## src/hdl/ssa_pkg.sv

```systemverilog
// package for the slab slot allocator
// shared sizes, request and status codes and the controller-to-datapath command struct
// no dependencies
package ssa_pkg;
  localparam int MAX_SLABS      = 16;
  localparam int SLOTS_PER_SLAB = 64;

  localparam logic [1:0] REQ_ALLOC = 2'd0;
  localparam logic [1:0] REQ_FREE  = 2'd1;
  localparam logic [1:0] REQ_TRIM  = 2'd2;
  localparam logic [1:0] REQ_NONE  = 2'd3;

  localparam logic [1:0] ST_OK      = 2'd0;
  localparam logic [1:0] ST_NOFRAME = 2'd1;
  localparam logic [1:0] ST_BADFREE = 2'd2;

  localparam int RESULT_CAP = 16;

  typedef struct packed {
    logic alloc_new;     // build a slab in the lowest unused frame
    logic fill_stack;    // write one stack entry of the new slab
    logic pop_read;      // decrement count and read the stack top
    logic free_push;     // push the freed slot
    logic search_init;   // start a search: clear the first-free valid flag
    logic search_step;   // test one slab index
    logic trim_init;     // start a trim walk
    logic trim_step;     // test and maybe release one slab
  } ssa_cmd_t;

  typedef struct packed {
    logic ff_valid;
    logic full_table;
    logic no_frame;
    logic fill_done;
    logic free_bad;
    logic empty_after_pop;
    logic search_done;
    logic trim_done;
    logic trim_released;
  } ssa_stat_t;
endpackage

```

## src/hdl/ssa_ctrl.sv

```systemverilog
// controller of the slab slot allocator: request sequencing and result strobes
// depends on ssa_pkg; drives ssa_datapath
module ssa_ctrl
  import ssa_pkg::*;
(
  input  logic       clk,
  input  logic       rst,
  input  logic       start,
  input  logic [1:0] req_type,
  input  ssa_stat_t  stat,
  input  logic [3:0] dp_frame,
  input  logic [5:0] dp_slot,
  output logic       busy,
  output ssa_cmd_t   cmd,
  output logic       done,
  output logic [1:0] status,
  output logic [3:0] frame_out,
  output logic [5:0] slot_out,
  output logic       released,
  output logic       last
);
  localparam logic [3:0] S_IDLE  = 4'd0;
  localparam logic [3:0] S_NEW   = 4'd1;
  localparam logic [3:0] S_FILL  = 4'd2;
  localparam logic [3:0] S_POP   = 4'd3;
  localparam logic [3:0] S_ARES  = 4'd4;
  localparam logic [3:0] S_SRCH  = 4'd5;
  localparam logic [3:0] S_TRIM  = 4'd6;
  localparam logic [3:0] S_TSRCH = 4'd7;
  localparam logic [3:0] S_TRES  = 4'd8;

  logic [3:0] state, state_next;
  logic [4:0] nrel;
  logic       pend, pend_empty;
  logic [3:0] pend_frame;
  logic       accept;
  logic       res_now;
  logic [1:0] res_status;
  logic [3:0] res_frame;
  logic [5:0] res_slot;
  logic       res_released;
  logic       res_last;
  assign accept = start && !busy;
  assign busy = state != S_IDLE;

  always_comb begin
    cmd = '0;
    state_next = state;
    unique case (state)
      S_IDLE: begin
        if (accept) begin
          unique case (req_type)
            REQ_ALLOC: begin
              if (stat.ff_valid) state_next = S_POP;
              else if (!stat.full_table && !stat.no_frame) begin
                cmd.alloc_new = 1'b1;
                state_next = S_FILL;
              end
            end
            REQ_FREE: if (!stat.free_bad) cmd.free_push = 1'b1;
            REQ_TRIM: begin
              cmd.trim_init = 1'b1;
              state_next = S_TRIM;
            end
            default: ;
          endcase
        end
      end
      S_NEW: state_next = S_FILL;
      S_FILL: begin
        cmd.fill_stack = 1'b1;
        if (stat.fill_done) state_next = S_POP;
      end
      S_POP: begin
        cmd.pop_read = 1'b1;
        state_next = S_ARES;
      end
      S_ARES: begin
        if (pend_empty) begin
          cmd.search_init = 1'b1;
          state_next = S_SRCH;
        end else state_next = S_IDLE;
      end
      S_SRCH: begin
        cmd.search_step = 1'b1;
        if (stat.search_done) state_next = S_IDLE;
      end
      S_TRIM: begin
        if (stat.trim_done || nrel == 5'(RESULT_CAP)) begin
          cmd.search_init = 1'b1;
          cmd.trim_init = 1'b1;
          state_next = S_TSRCH;
        end else begin
          cmd.trim_step = 1'b1;
          if (stat.trim_released) state_next = S_TRES;
        end
      end
      S_TRES: state_next = S_TRIM;
      S_TSRCH: begin
        cmd.search_step = 1'b1;
        if (stat.search_done) state_next = S_IDLE;
      end
      default: state_next = S_IDLE;
    endcase
  end

  // a released frame is held back one slab so that the final one carries last
  always_comb begin
    res_now = 1'b0;
    res_status = ST_OK;
    res_frame = '0;
    res_slot = '0;
    res_released = 1'b0;
    res_last = 1'b1;
    if (state == S_IDLE) begin
      if (accept && req_type != REQ_TRIM
          && !(req_type == REQ_ALLOC && state_next != S_IDLE)) begin
        res_now = 1'b1;
        if (req_type == REQ_ALLOC) res_status = ST_NOFRAME;
        else if (req_type == REQ_FREE && stat.free_bad) res_status = ST_BADFREE;
      end
    end else if (state == S_ARES) begin
      res_now = 1'b1;
      res_frame = dp_frame;
      res_slot = dp_slot;
    end else if (state == S_TRES) begin
      res_now = pend;
      res_frame = pend_frame;
      res_released = 1'b1;
      res_last = 1'b0;
    end else if (state == S_TSRCH) begin
      res_now = stat.search_done;
      if (pend) begin
        res_frame = pend_frame;
        res_released = 1'b1;
      end
    end
  end

  always_ff @(posedge clk) begin
    if (rst) begin
      state <= S_IDLE;
      done <= 1'b0;
      pend <= 1'b0;
      pend_frame <= '0;
      nrel <= '0;
      pend_empty <= 1'b0;
      status <= ST_OK;
      frame_out <= '0;
      slot_out <= '0;
      released <= 1'b0;
      last <= 1'b0;
    end else begin
      state <= state_next;
      done <= res_now;
      if (state == S_IDLE && accept) begin
        nrel <= '0;
        pend <= 1'b0;
      end else if (state == S_TRES) begin
        nrel <= nrel + 5'd1;
        pend <= 1'b1;
        pend_frame <= dp_frame;
      end
      if (state == S_POP) pend_empty <= stat.empty_after_pop;
      if (res_now) begin
        status <= res_status;
        frame_out <= res_frame;
        slot_out <= res_slot;
        released <= res_released;
        last <= res_last;
      end
    end
  end
endmodule

```

## config.mk

```make
export PLATFORM = sky130hd
export DESIGN_NAME = ssa_ctrl
export DESIGN_NICKNAME = d
export VERILOG_FILES = /design/src/hdl/ssa_pkg.sv /design/src/hdl/ssa_ctrl.sv
export SDC_FILE = /design/constraint.sdc
export NUM_CORES = 1
export LEC_CHECK = 0
export BUFFER_PORTS_ARGS = -buffer_cell sky130_fd_sc_hd__buf_2
export CAP_MARGIN = 20
export CORE_MARGIN = 4
export CORE_UTILIZATION = 27
export DETAILED_ROUTE_END_ITERATION = 8
export PLACE_DENSITY_LB_ADDON = 0.05
export SLEW_MARGIN = 30
export SYNTH_ARGS = -nofsm -noshare
export SYNTH_HDL_FRONTEND = slang
export SYNTH_SLANG_ARGS = --single-unit
export TNS_END_PERCENT = 30
```

## constraint.sdc

```tcl
create_clock -name clk -period 4.1 [get_ports clk]
set_input_delay 0.82 -clock clk [delete_from_list [all_inputs] [get_ports clk]]
set_output_delay 0.82 -clock clk [all_outputs]
set_load 0.05 [all_outputs]
```

==> flow_summary.yaml <==
clock_network:
  path_clk_slew_ns: 0.07
  htreeDepth: 2
  cts.path.max_buffers: 2
  cts_tree: "done"
  clock_latency_ns: 0.28
  post_cts_buffers: 0
  root_buffer: "clkbuf_8"
  ctsResizeCount: 0
  ctsHoldBuffers: 0
  cts_sinks: 30
  numCtsBuffers: 5
grt:
  grt_first_pass_wirelength_um: 6980
  antenna_found_initial: 0
  grt_pass1_vias: 1418
  grt_overflow: 0
  grt_usage_pct: 11.8
  grt_max_degree: 39
floorplanning:
  coreArea_sq_um: 5640
  io_pins: 48
  die_w_um: 85.1
  start_util_pct: 28.4
  fp-row-count: 27
  die_y_um: 85.1
  die-area_sq_um: 7240
critical_path:
  regToRegSetupSlack_ns: 1.85
  arrival_ns: 2.02
  reg2reg_from: "state[0]"
  crit_end: "cmd[7]"
  worstSetupStartpoint: "state[0]"
  reg2reg_depth: 5
  setup.worst_path.start_class: "register"
  required_ns: 3.28
  max_stage_delay_ns: 0.50
  critPathCaptureType: "primary output"
  path_max_fanout: 17
  critical-path-slowest-cell: "dfxtp_1"
  rr_endpoint: "slot_out[0]"
  critPathKind: "register to primary output"
  worstPathCellList: "nor4_4 -> nand3b_1 -> nor4b_1 -> buf_2"
layout:
  drive_above_1_share_pct: 30.4
  n_antenna_cell: 0
  areaGrowthSynthToFinish_pct: 23.6
  mostFrequentLayoutCell: "buf_2"
  n_fill_cell: 593
  final_cell_mix: "47 x buf_2, 30 x dfxtp_1, 19 x nor2_1"
  finalNonFillerCells: 299
  nets: 252
logic_synthesis:
  synth-edff-count: 0
  synth-seq-cells: 30
  yosysWarnings: 0
  synth_cells: 181
  synth-async-reset-ratio_pct: 0
  synth_area_per_cell_sq_um: 8.86
  synth.cell_area_sq_um: 1600
  syn_nets: 207
  ys_seq_area_share_pct: 37.4
  synth_cell_types: 43
  ys.flop_type: "dfxtp_1"
sta:
  max_freq_mhz: 352
  tightest_slew_ns: 0.616
  rsz0062_at_grt: "false"
  setup_viol: 0
  finalClockSkew_ns: 0.00401
  finalSetupTns_ns: 0
  hold_viol: 0
  fin_crit_sh_pct: 69.2
  min_period_ns: 2.84
  maxSlewViolCount: 0
  relSlewSlack_pct: 58.9
power_and_ir_drop:
  leakage_nw: 0.826
  ir_drop_mv: 0.172
  p_per_area_nw_per_um2: 391
  finalPower_w: 0.000775
drt:
  drc: 0
  routedWlPerCell_um: 13.6
  drtIter0Drc: 66
  vias: 1437
  drt_pass1_iterations: 4
  viasPerCell: 4.81
  drt_wl_total_um: 4070
  antenna_left: 0
placed_design:
  numPortBuffers: 47
  dp_cells: 291
  place_hpwl_um: 2990
  gp_congestion: 0.740
status:
  status: "finished, final reports clean"
run:
  drv_cap: 0
hold_path:
  holdCritPathClass: "register to register"
## metrics by stage
stage	area [sq um]	utilization [%]	hold slack (ns)	setup WS, ns
finish	1980	35.2	0.460	1.26
global route	1980	35.2	0.469	1.18
CTS	1980	35.2	0.458	1.27
detailed placement	1890	33.5	0.449	1.55
global placement	1890	33.5	0.443	1.58
floorplan	1600	-	0.436	0.641
## kinds of logic (layout without fill, tap and decap cells)
logic type / Yosys count / after routing / share of synthesized area, %
simple gates: 85 / 85 / 32.0
buf+inv: 15 / 61 / 4.21
fa+ha+maj: 2 / 2 / 1.56
xor+xnor: 5 / 5 / 2.73
flops: 30 / 30 / 37.4
mux: 9 / 9 / 6.94
compound gates: 35 / 35 / 15.1
## Yosys cell counts (5+ instances only)
master / n / area (sq um)
nor2_1: 19 / 71.3
nor2b_1: 6 / 37.5
dfxtp_1: 30 / 601
a21oi_1: 7 / 35.0
nand2b_1: 10 / 62.6
o21ai_0: 8 / 40.0
clkbuf_1: 5 / 18.8
nand2_1: 17 / 63.8
a22oi_1: 5 / 37.5
inv_1: 5 / 18.8
nand3b_1: 10 / 75.1
## registers in the layout, summed over array words and instances (netlist names)
register / cells
state: 4
pend_empty: 1
released: 1
slot_out: 6
last: 1
pend: 1
status: 2
pend_frame: 4
frame_out: 4
nrel: 5
done: 1
## layout make-up
type	count	area (sq um)	area share, %
Multi-Input combinational cell	136	936	47.2
Sequential cell	30	601	30.3
Timing Repair Buffer	48	243	12.2
Tap cell	72	90.1	4.54
Clock buffer	6	82.6	4.16
Inverter	5	18.8	0.946
Clock inverter	2	12.5	0.631
## worst min-delay path by stage
stage                       start            end  slack (ns)  depth (start not counted)
floorplan           pend_frame[0]  pend_frame[0]        0.44                          2
global placement    pend_frame[3]  pend_frame[3]        0.44                          2
detailed placement  pend_frame[3]  pend_frame[3]        0.45                          2
CTS                 pend_frame[3]  pend_frame[3]        0.46                          2
global route        pend_frame[3]  pend_frame[3]        0.47                          2
finish              pend_frame[3]  pend_frame[3]        0.46                          2
## per-layer routing
layer	vias to the layer above	share of wire [%]	GRT usage, %
met5	-	0	0
met4	0	1.4	4.32
met3	6	5.7	4.08
met2	37	45	17.9
met1	662	48	15.3
li1	732	-	-
## critical path: cells and delay by family (launching register included)
family	cells	cell delay, ns
flops	1	0.50
buf+inv	1	0.32
simple gates	3	0.91
## report_power, final
group	total, W	internal (W)	switching, W
Sequential	0.000325	0.000303	0.0000221
Combinational	0.000199	0.0000695	0.000129
Clock	0.000250	0.000135	0.000116
Total	0.000775	0.000507	0.000267
Power figures use the tool's default switching activity.
